===== src/hdl/att_pkg.sv =====
// Shared types and constants for the assembly text tokenizer.
`default_nettype none

package att_pkg;

  localparam int unsigned POS_BITS      = 16;
  localparam int unsigned LEN_BITS      = 8;
  localparam int unsigned MAX_TOKEN_LEN = 255;
  localparam int unsigned NUM_BITS      = 32;
  localparam int unsigned QUEUE_DEPTH   = 4;
  localparam int unsigned QPTR_BITS     = $clog2(QUEUE_DEPTH);
  localparam int unsigned QCNT_BITS     = $clog2(QUEUE_DEPTH + 1);

  localparam logic [POS_BITS-1:0] POS_MAX = {POS_BITS{1'b1}};
  localparam logic [POS_BITS-1:0] POS_ONE = POS_BITS'(1);
  localparam logic [LEN_BITS-1:0] LEN_MAX = LEN_BITS'(MAX_TOKEN_LEN);

  typedef enum logic [3:0] {
    K_EOF      = 4'd0,
    K_NEWLINE  = 4'd1,
    K_IDENT    = 4'd2,
    K_NUMBER   = 4'd3,
    K_STRING   = 4'd4,
    K_REGISTER = 4'd5,
    K_COMMA    = 4'd6,
    K_COLON    = 4'd7,
    K_HASH     = 4'd8,
    K_LBRACKET = 4'd9,
    K_RBRACKET = 4'd10,
    K_UNKNOWN  = 4'd11
  } token_kind_t;

  // Character codes
  localparam logic [7:0] CH_NUL    = 8'h00;
  localparam logic [7:0] CH_TAB    = 8'h09;
  localparam logic [7:0] CH_LF     = 8'h0A;
  localparam logic [7:0] CH_CR     = 8'h0D;
  localparam logic [7:0] CH_SPACE  = 8'h20;
  localparam logic [7:0] CH_QUOTE  = 8'h22;
  localparam logic [7:0] CH_HASH   = 8'h23;
  localparam logic [7:0] CH_COMMA  = 8'h2C;
  localparam logic [7:0] CH_ZERO   = 8'h30;
  localparam logic [7:0] CH_FIVE   = 8'h35;
  localparam logic [7:0] CH_NINE   = 8'h39;
  localparam logic [7:0] CH_COLON  = 8'h3A;
  localparam logic [7:0] CH_SEMI   = 8'h3B;
  localparam logic [7:0] CH_UPPER_A = 8'h41;
  localparam logic [7:0] CH_UPPER_R = 8'h52;
  localparam logic [7:0] CH_UPPER_Z = 8'h5A;
  localparam logic [7:0] CH_LBRACK = 8'h5B;
  localparam logic [7:0] CH_RBRACK = 8'h5D;
  localparam logic [7:0] CH_UNDER  = 8'h5F;
  localparam logic [7:0] CH_LOWER_A = 8'h61;
  localparam logic [7:0] CH_LOWER_Z = 8'h7A;

  // First member sits in the highest bits, so kind lands at bit 0.
  typedef struct packed {
    logic [3:0]          register_index;
    logic [NUM_BITS-1:0] number_value;
    logic [LEN_BITS-1:0] token_length;
    logic [15:0]         start_column;
    logic [15:0]         start_line;
    token_kind_t         token_kind;
  } tok_rec_t;

  // Results of one byte: rec0 always first, rec1 only when two tokens close together.
  typedef struct packed {
    logic     v1;
    tok_rec_t rec0;
    tok_rec_t rec1;
  } tok_pair_t;

endpackage

`default_nettype wire


===== src/hdl/assembly_text_tokenizer.sv =====
// Each token record is queued as its closing byte is taken; m_ sends them in order.
// Throughput: one text byte per cycle while the queue has room; a byte that closes two
// tokens needs two output beats. The four-entry token queue between scanner and output
// lets either side stall on its own. Reset (rst, synchronous, active high) returns the
// scanner to line 1, column 1, idle, and empties the token queue.
`default_nettype none

module assembly_text_tokenizer (
  input  wire logic        clk,
  input  wire logic        rst,
  input  wire logic        s_tvalid,
  output logic             s_tready,
  input  wire logic [7:0]  s_tdata,   // [7:0] char_code
  output logic             m_tvalid,
  input  wire logic        m_tready,
  output logic [79:0]      m_tdata,   // [3:0] token_kind, [19:4] start_line,
                                      // [35:20] start_column, [43:36] token_length,
                                      // [75:44] number_value, [79:76] register_index
  output logic             m_tlast
);

  logic               q_ready;
  logic               push;
  att_pkg::tok_pair_t push_pair;
  att_pkg::tok_rec_t  out_rec;

  assign s_tready = q_ready;
  assign m_tdata  = out_rec;

  att_front u_front (
    .clk       (clk),
    .rst       (rst),
    .in_valid  (s_tvalid),
    .in_char   (s_tdata),
    .q_ready   (q_ready),
    .push      (push),
    .push_pair (push_pair)
  );

  att_back u_back (
    .clk       (clk),
    .rst       (rst),
    .push      (push),
    .push_pair (push_pair),
    .q_ready   (q_ready),
    .out_valid (m_tvalid),
    .out_ready (m_tready),
    .out_rec   (out_rec),
    .out_last  (m_tlast)
  );

endmodule

`default_nettype wire


===== src/hdl/att_front.sv =====
// Scanner front end: classifies each byte, tracks position and emits token pairs.
`default_nettype none

module att_front (
  input  wire logic               clk,
  input  wire logic               rst,
  input  wire logic               in_valid,
  input  wire logic [7:0]         in_char,
  input  wire logic               q_ready,
  output logic                    push,
  output att_pkg::tok_pair_t      push_pair
);

  typedef enum logic [4:0] {
    M_IDLE    = 5'b00001,
    M_NUM     = 5'b00010,
    M_IDENT   = 5'b00100,
    M_STR     = 5'b01000,
    M_COMMENT = 5'b10000
  } scan_mode_t;

  scan_mode_t                         mode, mode_next;
  logic [att_pkg::POS_BITS-1:0]       line, line_next;
  logic [att_pkg::POS_BITS-1:0]       col, col_next;
  logic [att_pkg::POS_BITS-1:0]       tok_line, tok_line_next;
  logic [att_pkg::POS_BITS-1:0]       tok_col, tok_col_next;
  logic [att_pkg::LEN_BITS-1:0]       cnt, cnt_next;
  logic [att_pkg::NUM_BITS-1:0]       acc, acc_next;
  logic [4:0]                         rmatch, rmatch_next;

  logic                               e1v, e2v, do_idle, accept;
  att_pkg::tok_rec_t                  e1, e2;
  logic                               is_dig, is_alpha, cnt_room;
  logic [3:0]                         digit;
  logic [att_pkg::NUM_BITS+3:0]       acc_mul;
  logic [att_pkg::POS_BITS-1:0]       col_inc, line_inc;

  function automatic att_pkg::tok_rec_t mk_rec(
    input att_pkg::token_kind_t            kind,
    input logic [att_pkg::POS_BITS-1:0]    l,
    input logic [att_pkg::POS_BITS-1:0]    cl,
    input logic [att_pkg::LEN_BITS-1:0]    len,
    input logic [att_pkg::NUM_BITS-1:0]    num,
    input logic [3:0]                      ridx
  );
    att_pkg::tok_rec_t r;
    r.token_kind     = kind;
    r.start_line     = l[15:0];
    r.start_column   = cl[15:0];
    r.token_length   = len;
    r.number_value   = num;
    r.register_index = ridx;
    return r;
  endfunction

  // Register candidate tracking for identifier bytes after the first.
  function automatic logic [4:0] ident_match(
    input logic [att_pkg::LEN_BITS-1:0] n,
    input logic [4:0]                   rm,
    input logic [7:0]                   c
  );
    logic       cand;
    logic [3:0] num;
    cand = 1'b0;
    num  = 4'd0;
    if (n == att_pkg::LEN_BITS'(1)) begin
      cand = rm[4] && (c >= att_pkg::CH_ZERO) && (c <= att_pkg::CH_NINE);
      num  = cand ? 4'(c - att_pkg::CH_ZERO) : 4'd0;
    end else if (n == att_pkg::LEN_BITS'(2)) begin
      cand = rm[4] && (rm[3:0] == 4'd1) && (c >= att_pkg::CH_ZERO) &&
             (c <= att_pkg::CH_FIVE);
      num  = cand ? 4'(4'd10 + 4'(c - att_pkg::CH_ZERO)) : 4'd0;
    end
    return {cand, num};
  endfunction

  assign accept   = in_valid && q_ready;
  assign is_dig   = (in_char >= att_pkg::CH_ZERO) && (in_char <= att_pkg::CH_NINE);
  assign is_alpha = ((in_char >= att_pkg::CH_UPPER_A) && (in_char <= att_pkg::CH_UPPER_Z)) ||
                    ((in_char >= att_pkg::CH_LOWER_A) && (in_char <= att_pkg::CH_LOWER_Z)) ||
                    (in_char == att_pkg::CH_UNDER);
  assign digit    = 4'(in_char - att_pkg::CH_ZERO);
  assign cnt_room = cnt < att_pkg::LEN_MAX;
  assign col_inc  = (col == att_pkg::POS_MAX) ? col : col + att_pkg::POS_ONE;
  assign line_inc = (line == att_pkg::POS_MAX) ? line : line + att_pkg::POS_ONE;
  assign acc_mul  = ({4'b0, acc} << 3) + ({4'b0, acc} << 1) +
                    (att_pkg::NUM_BITS + 4)'(digit);

  always_comb begin
    mode_next     = mode;
    line_next     = line;
    col_next      = col;
    tok_line_next = tok_line;
    tok_col_next  = tok_col;
    cnt_next      = cnt;
    acc_next      = acc;
    rmatch_next   = rmatch;
    e1v           = 1'b0;
    e2v           = 1'b0;
    e1            = '0;
    e2            = '0;
    do_idle       = 1'b0;

    case (mode)
      M_COMMENT: begin
        if (in_char != att_pkg::CH_NUL && in_char != att_pkg::CH_LF) begin
          col_next = col_inc;
        end else begin
          do_idle = 1'b1;
        end
      end
      M_NUM: begin
        if (is_dig && cnt_room) begin
          acc_next = (acc_mul[att_pkg::NUM_BITS+3:att_pkg::NUM_BITS] != 4'd0) ?
                     {att_pkg::NUM_BITS{1'b1}} : acc_mul[att_pkg::NUM_BITS-1:0];
          cnt_next = cnt + att_pkg::LEN_BITS'(1);
          col_next = col_inc;
        end else begin
          e1v     = 1'b1;
          e1      = mk_rec(att_pkg::K_NUMBER, tok_line, tok_col, cnt, acc, 4'd0);
          do_idle = 1'b1;
        end
      end
      M_IDENT: begin
        if ((is_alpha || is_dig) && cnt_room) begin
          rmatch_next = ident_match(cnt, rmatch, in_char);
          cnt_next    = cnt + att_pkg::LEN_BITS'(1);
          col_next    = col_inc;
        end else begin
          e1v = 1'b1;
          if (rmatch[4] && cnt >= att_pkg::LEN_BITS'(2)) begin
            e1 = mk_rec(att_pkg::K_REGISTER, tok_line, tok_col, cnt, '0, rmatch[3:0]);
          end else begin
            e1 = mk_rec(att_pkg::K_IDENT, tok_line, tok_col, cnt, '0, 4'd0);
          end
          do_idle = 1'b1;
        end
      end
      M_STR: begin
        if (in_char == att_pkg::CH_QUOTE) begin
          e1v       = 1'b1;
          e1        = mk_rec(att_pkg::K_STRING, tok_line, tok_col, cnt, '0, 4'd0);
          col_next  = col_inc;
          mode_next = M_IDLE;
        end else if (in_char != att_pkg::CH_NUL && cnt_room) begin
          cnt_next = cnt + att_pkg::LEN_BITS'(1);
          col_next = col_inc;
        end else begin
          e1v     = 1'b1;
          e1      = mk_rec(att_pkg::K_UNKNOWN, tok_line, tok_col, cnt, '0, 4'd0);
          do_idle = 1'b1;
        end
      end
      default: begin
        do_idle = 1'b1;
      end
    endcase

    if (do_idle) begin
      mode_next = M_IDLE;
      if (in_char == att_pkg::CH_NUL) begin
        e2v           = 1'b1;
        e2            = mk_rec(att_pkg::K_EOF, line, col, '0, '0, 4'd0);
        line_next     = att_pkg::POS_ONE;
        col_next      = att_pkg::POS_ONE;
        tok_line_next = att_pkg::POS_ONE;
        tok_col_next  = att_pkg::POS_ONE;
        cnt_next      = '0;
        acc_next      = '0;
        rmatch_next   = '0;
      end else if (in_char == att_pkg::CH_SPACE || in_char == att_pkg::CH_TAB ||
                   in_char == att_pkg::CH_CR) begin
        col_next = col_inc;
      end else if (in_char == att_pkg::CH_SEMI) begin
        mode_next = M_COMMENT;
        col_next  = col_inc;
      end else if (in_char == att_pkg::CH_LF) begin
        e2v       = 1'b1;
        e2        = mk_rec(att_pkg::K_NEWLINE, line, col, att_pkg::LEN_BITS'(1), '0, 4'd0);
        line_next = line_inc;
        col_next  = att_pkg::POS_ONE;
      end else if (in_char == att_pkg::CH_QUOTE || is_dig || is_alpha) begin
        // Open a token at the current position
        tok_line_next = line;
        tok_col_next  = col;
        col_next      = col_inc;
        acc_next      = '0;
        rmatch_next   = '0;
        if (in_char == att_pkg::CH_QUOTE) begin
          mode_next = M_STR;
          cnt_next  = '0;
        end else if (is_dig) begin
          mode_next = M_NUM;
          cnt_next  = att_pkg::LEN_BITS'(1);
          acc_next  = att_pkg::NUM_BITS'(digit);
        end else begin
          mode_next   = M_IDENT;
          cnt_next    = att_pkg::LEN_BITS'(1);
          rmatch_next = {in_char == att_pkg::CH_UPPER_R, 4'd0};
        end
      end else begin
        e2v      = 1'b1;
        col_next = col_inc;
        case (in_char)
          att_pkg::CH_COMMA:
            e2 = mk_rec(att_pkg::K_COMMA, line, col, att_pkg::LEN_BITS'(1), '0, 4'd0);
          att_pkg::CH_COLON:
            e2 = mk_rec(att_pkg::K_COLON, line, col, att_pkg::LEN_BITS'(1), '0, 4'd0);
          att_pkg::CH_HASH:
            e2 = mk_rec(att_pkg::K_HASH, line, col, att_pkg::LEN_BITS'(1), '0, 4'd0);
          att_pkg::CH_LBRACK:
            e2 = mk_rec(att_pkg::K_LBRACKET, line, col, att_pkg::LEN_BITS'(1), '0, 4'd0);
          att_pkg::CH_RBRACK:
            e2 = mk_rec(att_pkg::K_RBRACKET, line, col, att_pkg::LEN_BITS'(1), '0, 4'd0);
          default:
            e2 = mk_rec(att_pkg::K_UNKNOWN, line, col, att_pkg::LEN_BITS'(1), '0, 4'd0);
        endcase
      end
    end
  end

  // Pack so the first token always sits in rec0
  assign push           = accept && (e1v || e2v);
  assign push_pair.v1   = e1v && e2v;
  assign push_pair.rec0 = e1v ? e1 : e2;
  assign push_pair.rec1 = e2;

  always_ff @(posedge clk) begin
    if (rst) begin
      mode     <= M_IDLE;
      line     <= att_pkg::POS_ONE;
      col      <= att_pkg::POS_ONE;
      tok_line <= att_pkg::POS_ONE;
      tok_col  <= att_pkg::POS_ONE;
      cnt      <= '0;
      acc      <= '0;
      rmatch   <= '0;
    end else if (accept) begin
      mode     <= mode_next;
      line     <= line_next;
      col      <= col_next;
      tok_line <= tok_line_next;
      tok_col  <= tok_col_next;
      cnt      <= cnt_next;
      acc      <= acc_next;
      rmatch   <= rmatch_next;
    end
  end

endmodule

`default_nettype wire


===== src/hdl/att_back.sv =====
// Token queue and output sequencer: stores token pairs and sends them one beat at a time.
`default_nettype none

module att_back (
  input  wire logic                 clk,
  input  wire logic                 rst,
  input  wire logic                 push,
  input  wire att_pkg::tok_pair_t   push_pair,
  output logic                      q_ready,
  output logic                      out_valid,
  input  wire logic                 out_ready,
  output att_pkg::tok_rec_t         out_rec,
  output logic                      out_last
);

  att_pkg::tok_pair_t               mem [att_pkg::QUEUE_DEPTH];
  logic [att_pkg::QPTR_BITS-1:0]    wr_ptr, rd_ptr;
  logic [att_pkg::QCNT_BITS-1:0]    count;
  logic                             sub;
  att_pkg::tok_pair_t               head;
  logic                             beat, pop;

  assign head      = mem[rd_ptr];
  assign q_ready   = count != att_pkg::QCNT_BITS'(att_pkg::QUEUE_DEPTH);
  assign out_valid = count != '0;
  assign out_rec   = sub ? head.rec1 : head.rec0;
  assign out_last  = sub || !head.v1;
  assign beat      = out_valid && out_ready;
  assign pop       = beat && out_last;

  always_ff @(posedge clk) begin
    if (push) begin
      mem[wr_ptr] <= push_pair;
    end
  end

  always_ff @(posedge clk) begin
    if (rst) begin
      wr_ptr <= '0;
      rd_ptr <= '0;
      count  <= '0;
      sub    <= 1'b0;
    end else begin
      if (push) begin
        wr_ptr <= wr_ptr + att_pkg::QPTR_BITS'(1);
      end
      if (pop) begin
        rd_ptr <= rd_ptr + att_pkg::QPTR_BITS'(1);
        sub    <= 1'b0;
      end else if (beat) begin
        // advance to the second token of this pair
        sub <= 1'b1;
      end
      if (push && !pop) begin
        count <= count + att_pkg::QCNT_BITS'(1);
      end else if (pop && !push) begin
        count <= count - att_pkg::QCNT_BITS'(1);
      end
    end
  end

endmodule

`default_nettype wire

===== config.mk =====
export PLATFORM = sky130hd
export DESIGN_NAME = assembly_text_tokenizer
export DESIGN_NICKNAME = d
export VERILOG_FILES = /design/src/hdl/att_pkg.sv /design/src/hdl/assembly_text_tokenizer.sv /design/src/hdl/att_front.sv /design/src/hdl/att_back.sv
export SDC_FILE = /design/constraint.sdc
export NUM_CORES = 1
export LEC_CHECK = 0
export BUFFER_PORTS_ARGS = -buffer_cell sky130_fd_sc_hd__buf_2
export CAP_MARGIN = 20
export CORE_AREA = 2 2 236 238
export DETAILED_ROUTE_END_ITERATION = 8
export DIE_AREA = 0 0 238 240
export HOLD_SLACK_MARGIN = 0.08
export PLACE_DENSITY = 0.81
export SLEW_MARGIN = 15
export SYNTH_ARGS = -nofsm -noshare
export SYNTH_HDL_FRONTEND = slang
export SYNTH_HIERARCHICAL = 1
export SYNTH_SLANG_ARGS = --single-unit

===== constraint.sdc =====
create_clock -name clk -period 9.8 [get_ports clk]
set_clock_uncertainty 0.15 [all_clocks]
set_input_delay 1.47 -clock clk [delete_from_list [all_inputs] [get_ports clk]]
set_output_delay 1.47 -clock clk [all_outputs]
set_load 0.005 [all_outputs]

==> results.json, run 1 <==
{
  "yosysWarningCount": 6,
  "async_flop_share_pct": 0,
  "crit_path_top_delay_cell": "and2_4",
  "fmax_mhz": 168.2,
  "r2r_start": "u_front/cnt[0]$_SDFFE_PP0P_",
  "grt_pass1_wl_um": 120700,
  "end_kind": "register",
  "p_seq_share_pct": 47.7,
  "cp_max_fo": 47,
  "peakVddDrop_mv": 0.1514,
  "ant_nets": 0,
  "p_leak_nw": 13.01,
  "synth_top_family_by_area": "multiplexers",
  "r2r_end": "u_back/mem[1][135]$_DFFE_PP_",
  "sw_frac_of_total_pct": 25.83,
  "tightest_slew_ns": 1.105,
  "fin_crit_sh_pct": 60.67,
  "die_h_um": 240,
  "syn_area_um2": 34680,
  "post_cts_resized": 0,
  "min_to": "u_front/tok_col[10]$_SDFFE_PP0P_",
  "drv_cap": 0,
  "fin_crit_ns": 5.945,
  "synthAdderAreaFrac_pct": 3.023,
  "area_growth_pct": 9.228,
  "drt-total-wl_um": 80040,
  "clkLatencyLatePin_ns": 0.62,
  "core_area_um2": 54660,
  "drt-initial-drc-count": 2243,
  "rows": 86,
  "cts_tree": "done",
  "grt_pass1_vias": 20000,
  "yosysTopAreaCellShare_pct": 55.76,
  "holdWs_ns": 0.3453,
  "status": "completed",
  "multi_input_area_um2": 11990,
  "fin_nets": 2388,
  "synthXorXnorAreaFrac_pct": 1.086,
  "post_drt_wl_per_cell_um": 26.16,
  "vias": 20260,
  "cp-start-kind": "input port",
  "place.gp.congestion": 0.9081,
  "ys_ff_latch": 768,
  "final_util_pct": 69.30,
  "cp.arrival_ns": 6.02,
  "fin_cells": 3060,
  "clk_pin_slew_ns": 0.06,
  "hp-class": "reg2reg",
  "dp_hpwl_um": 47980,
  "hold_violations": 0,
  "place.port_buffers": 94,
  "holdCritStartpoint": "u_front/tok_col[10]$_SDFFE_PP0P_",
  "drc_errors": 0,
  "drive_gt1_share_pct": 22.81,
  "grt_use_total_pct": 28.27,
  "finalSetupViolCount": 0,
  "synth.distinct_cells": 95,
  "p_per_area_nw_per_um2": 218.2,
  "fill_cells": 3426,
  "initial_utilization_pct": 63.45,
  "synth_commonest_cells": "edfxtp_1, mux4_2, dfxtp_1",
  "yosysSeqAreaShare_pct": 62.92,
  "ff_latch_area_um2": 21830,
  "critPathKind": "in2reg",
  "placed_cells": 2920,
  "clockPowerShare_pct": 33.4,
  "viasPerCell": 6.621,
  "syn_inst": 2217,
  "design_area_um2": 37880,
  "p_switching_mw": 2.135,
  "antenna_found_initial": 6,
  "hold_buffers": 0,
  "critical_path_buf_inv_count": 4,
  "synthSimpleGateAreaFrac_pct": 7.612,
  "clk_path_buf_depth": 3,
  "slew_viol_final": 0,
  "holdPathStages": 2,
  "io-pin-count": 95,
  "setup_tns_ns": 0,
  "crit_chain": "buf_2 > inv_1 > ha_1 > nand2b_1 > a311oi_2 > o41ai_2 > or3_1 > nand2b_1 > nor3_4 > nor2_1 > nor2_1 > and2_4 > buf_12 > buf_4",
  "slew_headroom_pct": 26.16,
  "combPwrFrac_pct": 18.9,
  "reg2reg_depth": 11,
  "rsz0062_at_grt": "false",
  "place_area_um2": 35500,
  "grt_max_degree": 124,
  "post_cts_buffers": 0,
  "synth_largest_area_cell": "edfxtp_1",
  "cts.sinks": 768,
  "drt-pass1-iter-count": 5,
  "reg2reg_slack_ns": 4.24,
  "cts_root_buf": "clkbuf_16",
  "synth_most_common_cell": "edfxtp_1",
  "cts_max_level": 3,
  "synth_edf_count": 644,
  "syn_avg_cell_area_um2": 15.64,
  "critPathTopFamily": "simple AND/OR/NAND/NOR gates",
  "overflow": 0,
  "synth.area.mux_share_pct": 15.15,
  "synth_compound_area_share_pct": 7.089,
  "p_int_mw": 6.131,
  "dieWidth_um": 238,
  "synthTopCellsByArea": "edfxtp_1, mux4_2, dfxtp_1, mux2_4, ha_1",
  "synth_flop_cell": "edfxtp_1",
  "slowest_delay_ns": 0.79,
  "critPathRequiredTime_ns": 9.88,
  "cts_made_buffers": 74,
  "fp.dieArea_um2": 57120
}
## registers in the layout, indices dropped and copies added, names as in the netlist, named ones only
name              cells
u_front/tok_line     16
u_front/cnt           8
u_front/rmatch        5
u_back/rd_ptr         2
u_back/wr_ptr         2
u_front/mode          5
u_back/count          3
u_front/tok_col      16
u_back/sub            1
u_front/line         16
u_back/mem          644
u_front/acc          32
u_front/col          16
## cell families after synthesis
| family | Yosys count |
|---|---|
| AOI/OAI and AO/OA | 353 |
| xor gates and xnor gates | 43 |
| adders and majority gates | 82 |
| buffers and inverters | 189 |
| DFF | 768 |
| muxes | 283 |
| other | 1 |
| and+or+nand+nor | 498 |
## final cells by class
cell class,instances,area share [%]
Sequential cell,768,57.63
Multi-Input combinational cell,1302,31.66
Clock buffer,91,5.109
Tap cell,704,2.325
Timing Repair Buffer,116,1.889
Clock inverter,45,1.050
Inverter,32,0.3237
Antenna cell,2,0.01321
## worst max path at each step
stage,cells past startpoint,to,slack (ns),startpoint
2_1_floorplan,13,u_back/mem[0][0]$_DFFE_PP_,1.61,s_tdata[2]
3_3_place_gp,10,u_back/mem[1][14]$_DFFE_PP_,3.26,s_tdata[1]
3_5_place_dp,11,u_back/mem[1][156]$_DFFE_PP_,3.14,s_tdata[1]
4_1_cts,11,u_back/mem[1][156]$_DFFE_PP_,3.73,s_tdata[1]
5_1_grt,11,u_back/mem[1][156]$_DFFE_PP_,3.55,s_tdata[1]
6_report,14,u_back/mem[1][135]$_DFFE_PP_,3.85,s_tdata[2]
## power by group through the flow
stage / Sequential [mW] / Clock, mW / Combinational [mW]
3_3_place_gp: 3.98 / 0 / 1.52
4_1_cts: 3.95 / 2.79 / 1.57
3_5_place_dp: 4.01 / 0 / 1.54
2_1_floorplan: 3.94 / 0 / 1.16
5_1_grt: 3.97 / 2.90 / 1.66
6_report: 3.94 / 2.76 / 1.56
## layout by cell type, fill, tap and decap left out, types with 29 or more instances in the layout
cell type and n:
edfxtp_1 644, nand2_1 77, conb_1 43, mux2_4 69, buf_2 95, nor2_1 120
ha_1 79, inv_1 31, o31ai_1 35, mux2_2 46, nor3_1 29, nand3_1 59
dfxtp_1 121, a21oi_1 84, a22oi_1 38, clkbuf_16 74, and2_1 86, o21ai_0 46
mux4_2 161
## worst reg2reg max path, cell delays in order, from the launching register on
cell and delay (ns):
dfxtp_1 0.57, ha_1 0.25, and3_1 0.24, nand3_1 0.35, a21oi_4 0.69, or2_2 0.29
a21o_1 0.31, nor2_1 0.13, nor2_1 0.50, and2_4 0.79, buf_12 0.30, buf_4 0.60
## per-stage QoR
| stage | power, mW | worst slack (ns) |
|---|---|---|
| final | 8.266 | 3.855 |
| after global routing | 8.527 | 3.546 |
| after CTS | 8.303 | 3.727 |
| after detailed placement | 5.548 | 3.139 |
| after global placement | 5.503 | 3.259 |
| after floorplan | 5.102 | 1.610 |
## layer usage
layer,wire [um],GRT usage (%)
met4,1887,9.053
met1,32080,40.48
met5,24,0
met2,38250,44.31
met3,7795,5.695
(Power assumes the default switching activity.)
==> inputs of run 2 (changes only) <==
--- a/config.mk
+++ b/config.mk
@@ -7,11 +7,11 @@
 export LEC_CHECK = 0
 export BUFFER_PORTS_ARGS = -buffer_cell sky130_fd_sc_hd__buf_2
 export CAP_MARGIN = 20
-export CORE_AREA = 2 2 236 238
+export CORE_AREA = 2 2 250 252
 export DETAILED_ROUTE_END_ITERATION = 8
-export DIE_AREA = 0 0 238 240
+export DIE_AREA = 0 0 252 254
 export HOLD_SLACK_MARGIN = 0.08
-export PLACE_DENSITY = 0.81
+export PLACE_DENSITY = 0.76
 export SLEW_MARGIN = 15
 export SYNTH_ARGS = -nofsm -noshare
 export SYNTH_HDL_FRONTEND = slang
==> constraint.sdc (replaced) <==
create_clock -name clk -period 5.1 [get_ports clk]
set_clock_uncertainty 0.15 [all_clocks]
set_input_delay 0.765 -clock clk [delete_from_list [all_inputs] [get_ports clk]]
set_output_delay 0.765 -clock clk [all_outputs]
set_load 0.005 [all_outputs]
==> run 2 against run 1 <==
Final area up 1.8%; flip-flop and latch count unchanged; count of clock-buffer cells in the layout up 16; register-to-register slack worse by 3.5 ns; non-clock buffer count up 22; first-iteration DRC count down 29%; sequential power up 89%; critical path type is now reg2reg; largest cell class unchanged.
==> results.json, run 2 (same netlist as run 1, synthesis figures left out) <==
{
  "clk_path_buf_depth": 3,
  "drt-initial-drc-count": 1596,
  "fp.dieArea_um2": 64010,
  "critPathRequiredTime_ns": 5.50,
  "place.gp.congestion": 0.9016,
  "dp_hpwl_um": 43860,
  "cts.sinks": 768,
  "overflow": 0,
  "fin_nets": 2414,
  "r2r_start": "u_front/cnt[0]$_SDFFE_PP0P_",
  "mostFrequentLayoutCell": "edfxtp_1",
  "power_mw": 16.20,
  "cts_max_level": 3,
  "finalSetupViolCount": 0,
  "antenna_found_initial": 9,
  "reg2reg_slack_ns": 0.72,
  "holdPathStages": 2,
  "clk_pin_slew_ns": 0.06,
  "min_to": "u_front/tok_line[0]$_SDFFE_PP1P_",
  "fmax_mhz": 228.5,
  "drv_cap": 0,
  "end_kind": "register",
  "mostFrequentLayoutCells": "edfxtp_1, mux4_2, dfxtp_1",
  "p_per_area_nw_per_um2": 420.4,
  "io-pin-count": 95,
  "die_h_um": 254,
  "drive_gt1_share_pct": 23.52,
  "hold_buffers": 0,
  "drt-total-wl_um": 72310,
  "fin_ws_ns": 0.7241,
  "hp-class": "reg2reg",
  "grt_use_total_pct": 22.93,
  "vias": 19670,
  "dieWidth_um": 252,
  "viasPerCell": 6.186,
  "r2r_end": "u_back/count[2]$_SDFFE_PP0P_",
  "peakVddDrop_mv": 0.2764,
  "reg2reg_depth": 15,
  "cp-start-kind": "register",
  "dpl_worst_slack_ns": 0.2265,
  "slew_viol_final": 0,
  "drt-pass1-iter-count": 5,
  "cp.arrival_ns": 4.78,
  "post_cts_buffers": 0,
  "fin_crit_ns": 4.376,
  "drc_errors": 0,
  "top_register": "u_back/mem",
  "tightest_slew_ns": 1.066,
  "cts_tree": "done",
  "clkLatencyLatePin_ns": 0.63,
  "initial_utilization_pct": 56.62,
  "grt_pass1_vias": 20110,
  "holdCritStartpoint": "u_front/tok_line[0]$_SDFFE_PP1P_",
  "ant_nets": 0,
  "largest_reg_flops": 644,
  "post_drt_wl_per_cell_um": 22.74,
  "place.port_buffers": 94,
  "rows": 91,
  "top_regs": "u_back/mem (644), u_front/acc (32)",
  "fin_crit_sh_pct": 85.80,
  "cts_made_buffers": 78,
  "cts_root_buf": "clkbuf_16",
  "post_cts_resized": 0,
  "area_growth_pct": 11.15,
  "fill_cells": 4336,
  "grt_pass1_wl_um": 113800,
  "rsz0062_at_grt": "false",
  "p_leak_nw": 13.27,
  "cp_max_fo": 10,
  "slew_headroom_pct": 28.75,
  "core_area_um2": 61260,
  "status": "completed",
  "grt_max_degree": 70,
  "setup_tns_ns": 0,
  "hold_violations": 0,
  "critPathKind": "reg2reg"
}
==> run 2: cell types whose count changed in the layout (fill, tap and decap cells not counted), moves of 2 or more <==
cell | previous run | this run
clkinv_8 | 3 | 1
clkinvlp_4 | 3 | 1
clkinv_1 | 10 | 15
clkinv_2 | 19 | 6
bufinv_16 | 5 | 7
buf_12 | 5 | 14
clkbuf_8 | 2 | 12
clkbuf_16 | 74 | 79
buf_4 | 15 | 30
diode_2 | 2 | 5
==> run 2: per-layer routing <==
| metal | vias to the layer above | GRT usage, % | share of wire, % |
|---|---|---|---|
| met3 | 96 | 3.810 | 6.3 |
| met2 | 650 | 37.88 | 49 |
| met5 | - | 0 | 0.075 |
| met4 | 8 | 6.205 | 1.8 |
| met1 | 9970 | 31.85 | 43 |
| li1 | 8947 | - | - |
==> run 2: worst max-delay path by stage <==
stage / from / to / depth (start not counted)
finish: u_front/cnt[0]$_SDFFE_PP0P_ / u_back/count[2]$_SDFFE_PP0P_ / 15
CTS: u_front/acc[16]$_SDFFE_PP0P_ / u_front/acc[21]$_SDFFE_PP0P_ / 11
global placement: s_tdata[2] / u_back/count[2]$_SDFFE_PP0P_ / 18
detailed placement: s_tdata[2] / u_back/count[2]$_SDFFE_PP0P_ / 18
global route: u_front/cnt[0]$_SDFFE_PP0P_ / u_back/count[2]$_SDFFE_PP0P_ / 15
floorplan: s_tdata[2] / u_back/mem[1][0]$_DFFE_PP_ / 13
==> run 2: stage by stage <==
step | util, % | instance area [um2] | cells | hold WS [ns]
2_1_floorplan | - | 34840 | 2259 | 0.2915
3_3_place_gp | 58.61 | 35900 | 3030 | 0.3118
3_5_place_dp | 58.61 | 35900 | 3030 | 0.3228
4_1_cts | 62.89 | 38520 | 3175 | 0.3338
5_1_grt | 62.92 | 38540 | 3178 | 0.3755
6_report | 62.93 | 38550 | 3180 | 0.3325
==> run 2: where the power goes <==
part           leakage (nW)  internal, mW  switching (mW)
combinational          5.03          1.53            1.44
sequential             6.96          7.28           0.186
clock                  1.28          3.40            2.36
==> run 2: critical path, stage by stage (launching register included) <==
cell and delay [ns]:
dfxtp_1 0.54, ha_1 0.25, and3_1 0.25, nand3_1 0.32, a211oi_2 0.39, a211o_4 0.19
a21oi_4 0.05, nor3_4 0.19, nor2_1 0.09, nor2_1 0.48, ha_1 0.29, inv_1 0.07
fa_1 0.43, xor2_1 0.15, or3_1 0.31, a21oi_1 0.14
==> run 2: cell type report <==
cell class,instances,area (um2),area share [%]
Inverter,32,122.6,0.3181
Tap cell,790,988.4,2.564
Multi-Input combinational cell,1302,11990,31.11
Clock inverter,38,422.9,1.097
Sequential cell,768,21830,56.64
Clock buffer,107,2202,5.713
Antenna cell,5,12.51,0.03246
Timing Repair Buffer,138,975.9,2.532
==> inputs of run 3 (changes only) <==
--- a/config.mk
+++ b/config.mk
@@ -12,6 +12,7 @@
 export DIE_AREA = 0 0 252 254
 export HOLD_SLACK_MARGIN = 0.08
 export PLACE_DENSITY = 0.76
+export RECOVER_POWER = 100
 export SLEW_MARGIN = 15
 export SYNTH_ARGS = -nofsm -noshare
 export SYNTH_HDL_FRONTEND = slang
==> run 3 against run 2 <==
Combinational power decreased by 7.7%; final area decreased by 0.96%; worst hold slack improved by 0.0025 ns; via count increased by 0.39%; critical path type is now reg2out; utilization decreased by 0.61 points; critical path depth decreased by 11; non-clock buffer count unchanged; the flow now finishes with violations (max-capacitance violations, max-slew violations); largest power group unchanged; count of clock-buffer cells in the layout unchanged; sequential power about the same; setup slack got worse by 0.29 ns; sequential share of layout area increased by 0.54 points.
==> results.json, run 3 (same netlist as run 1, synthesis figures left out) <==
{
  "reg2reg_slack_ns": 0.49,
  "p_leak_nw": 12.98,
  "power_mw": 15.97,
  "slowest_delay_ns": 1.27,
  "endpoint": "m_tdata[74]",
  "clk_path_buf_depth": 3,
  "drv_cap": 2,
  "grt_pass1_wl_um": 113800,
  "hp-class": "reg2reg",
  "crit_top_cell": "buf_2",
  "post_cts_buffers": 0,
  "crit_path_top_delay_cell": "buf_2",
  "clk_pin_slew_ns": 0.06,
  "r2r_start": "u_front/cnt[0]$_SDFFE_PP0P_",
  "peakVddDrop_mv": 0.2769,
  "drive_gt1_share_pct": 18.57,
  "finalSetupViolCount": 0,
  "violations": "max-capacitance violations, max-slew violations",
  "slew_headroom_pct": -4.377,
  "area_growth_pct": 10.08,
  "mostFrequentLayoutCell": "edfxtp_1",
  "vias": 19750,
  "end_kind": "output pin",
  "slew_viol_final": 57,
  "mostFrequentLayoutCells": "edfxtp_1, mux4_2, dfxtp_1",
  "io-pin-count": 95,
  "dieWidth_um": 252,
  "clkLatencyLatePin_ns": 0.63,
  "tightest_slew_ns": 1.566,
  "cp-start-kind": "register",
  "cp.depth": 4,
  "rsz0062_at_grt": "false",
  "cp_max_fo": 56,
  "fmax_mhz": 214.4,
  "core_area_um2": 61260,
  "fp.dieArea_um2": 64010,
  "hold_violations": 0,
  "largest_reg_flops": 644,
  "viasPerCell": 6.210,
  "crit_chain": "buf_2 > mux4_2 > mux2_1 > buf_2",
  "holdWs_ns": 0.3349,
  "grt_max_degree": 70,
  "drc_errors": 0,
  "cts_root_buf": "clkbuf_16",
  "place.gp.congestion": 0.9016,
  "status": "finished with violations",
  "initial_utilization_pct": 56.62,
  "grt_use_total_pct": 22.93,
  "fin_crit_ns": 4.664,
  "antenna_found_initial": 8,
  "post_cts_resized": 0,
  "cts.sinks": 768,
  "die_h_um": 254,
  "fin_nets": 2414,
  "post_drt_wl_per_cell_um": 22.79,
  "cts_made_buffers": 78,
  "dp_hpwl_um": 43860,
  "reg2reg_depth": 11,
  "cts_max_level": 3,
  "grt_pass1_vias": 20110,
  "hold_buffers": 0,
  "rows": 91,
  "r2r_end": "u_back/mem[2][112]$_DFFE_PP_",
  "overflow": 0,
  "top_regs": "u_back/mem (644), u_front/acc (32)",
  "cp.arrival_ns": 3.75,
  "cts_tree": "done",
  "drt-pass1-iter-count": 7,
  "place.port_buffers": 94,
  "ant_nets": 0,
  "fin_crit_sh_pct": 91.45,
  "p_per_area_nw_per_um2": 418.4,
  "critical_path_buf_inv_count": 2,
  "drt-initial-drc-count": 1694,
  "critPathTopFamily": "buffers and inverters",
  "critPathRequiredTime_ns": 4.18,
  "top_register": "u_back/mem",
  "critPathKind": "reg2out",
  "drt-total-wl_um": 72490
}
## run 3: cell count changes in the layout (fill, tap and decap cells not counted), moves of 18 or more
cell      change
mux2_4       -49
mux2_1       +87
mux2_2       -38
and2_1       -72
and2_0       +73
clkbuf_1     +24
buf_2        -18
## run 3: stage by stage
stage / TNS, ns / std cells / setup WS, ns / util, % / instance area, um2
global route: 0 / 3178 / 0.2356 / 62.31 / 38170
CTS: 0 / 3175 / 0.7218 / 62.89 / 38520
floorplan: -393.40 / 2259 / -0.6109 / - / 34840
global placement: 0 / 3030 / 0.3555 / 58.61 / 35900
detailed placement: 0 / 3030 / 0.2265 / 58.61 / 35900
finish: 0 / 3180 / 0.4358 / 62.32 / 38180
## run 3: worst min-delay path, delay by kind of cell (launching register included)
kind,cells,cell delay [ns]
and+or+nand+nor,1,0.06
DFF,1,0.33
AOI/OAI and AO/OA,1,0.07
## run 3: power breakdown
part / switching [mW] / total, mW / internal [mW] / leakage, nW
Sequential: 0.182 / 7.46 / 7.28 / 6.96
Combinational: 1.42 / 2.75 / 1.33 / 4.74
Clock: 2.36 / 5.76 / 3.40 / 1.28
## run 3: cell type report
| type | count | area, um2 |
|---|---|---|
| clock buffers | 107 | 2202 |
| fillers | 4434 | 23080 |
| inverters | 32 | 122.6 |
| multi-input cells | 1302 | 11770 |
| repair buffers | 138 | 825.8 |
| diodes | 5 | 12.51 |
| flip-flops and latches | 768 | 21830 |
| well taps | 790 | 988.4 |
| clock inverters | 38 | 422.9 |
## run 3: layer usage
layer | vias to the layer above | global-route usage (%) | wire (um) | part of all wire (%)
met1 | 9986 | 31.85 | 31160 | 43
met5 | - | 0 | 54 | 0.074
met3 | 117 | 3.810 | 4515 | 6.2
met4 | 8 | 6.205 | 1429 | 2.0
met2 | 679 | 37.88 | 35330 | 49
li1 | 8957 | - | - | -
## run 3: worst min path at each step
stage,cells after the start,endpoint,start,slack [ns]
6_report,2,u_front/tok_col[0]$_SDFFE_PP1P_,u_front/tok_col[0]$_SDFFE_PP1P_,0.33
5_1_grt,2,u_front/tok_col[0]$_SDFFE_PP1P_,u_front/tok_col[0]$_SDFFE_PP1P_,0.38
4_1_cts,4,u_back/sub$_SDFFE_PP0P_,m_tready,0.33
3_5_place_dp,2,u_front/tok_line[0]$_SDFFE_PP1P_,u_front/tok_line[0]$_SDFFE_PP1P_,0.32
3_3_place_gp,2,u_front/tok_col[0]$_SDFFE_PP1P_,u_front/tok_col[0]$_SDFFE_PP1P_,0.31
2_1_floorplan,2,u_front/tok_col[0]$_SDFFE_PP1P_,u_front/tok_col[0]$_SDFFE_PP1P_,0.29
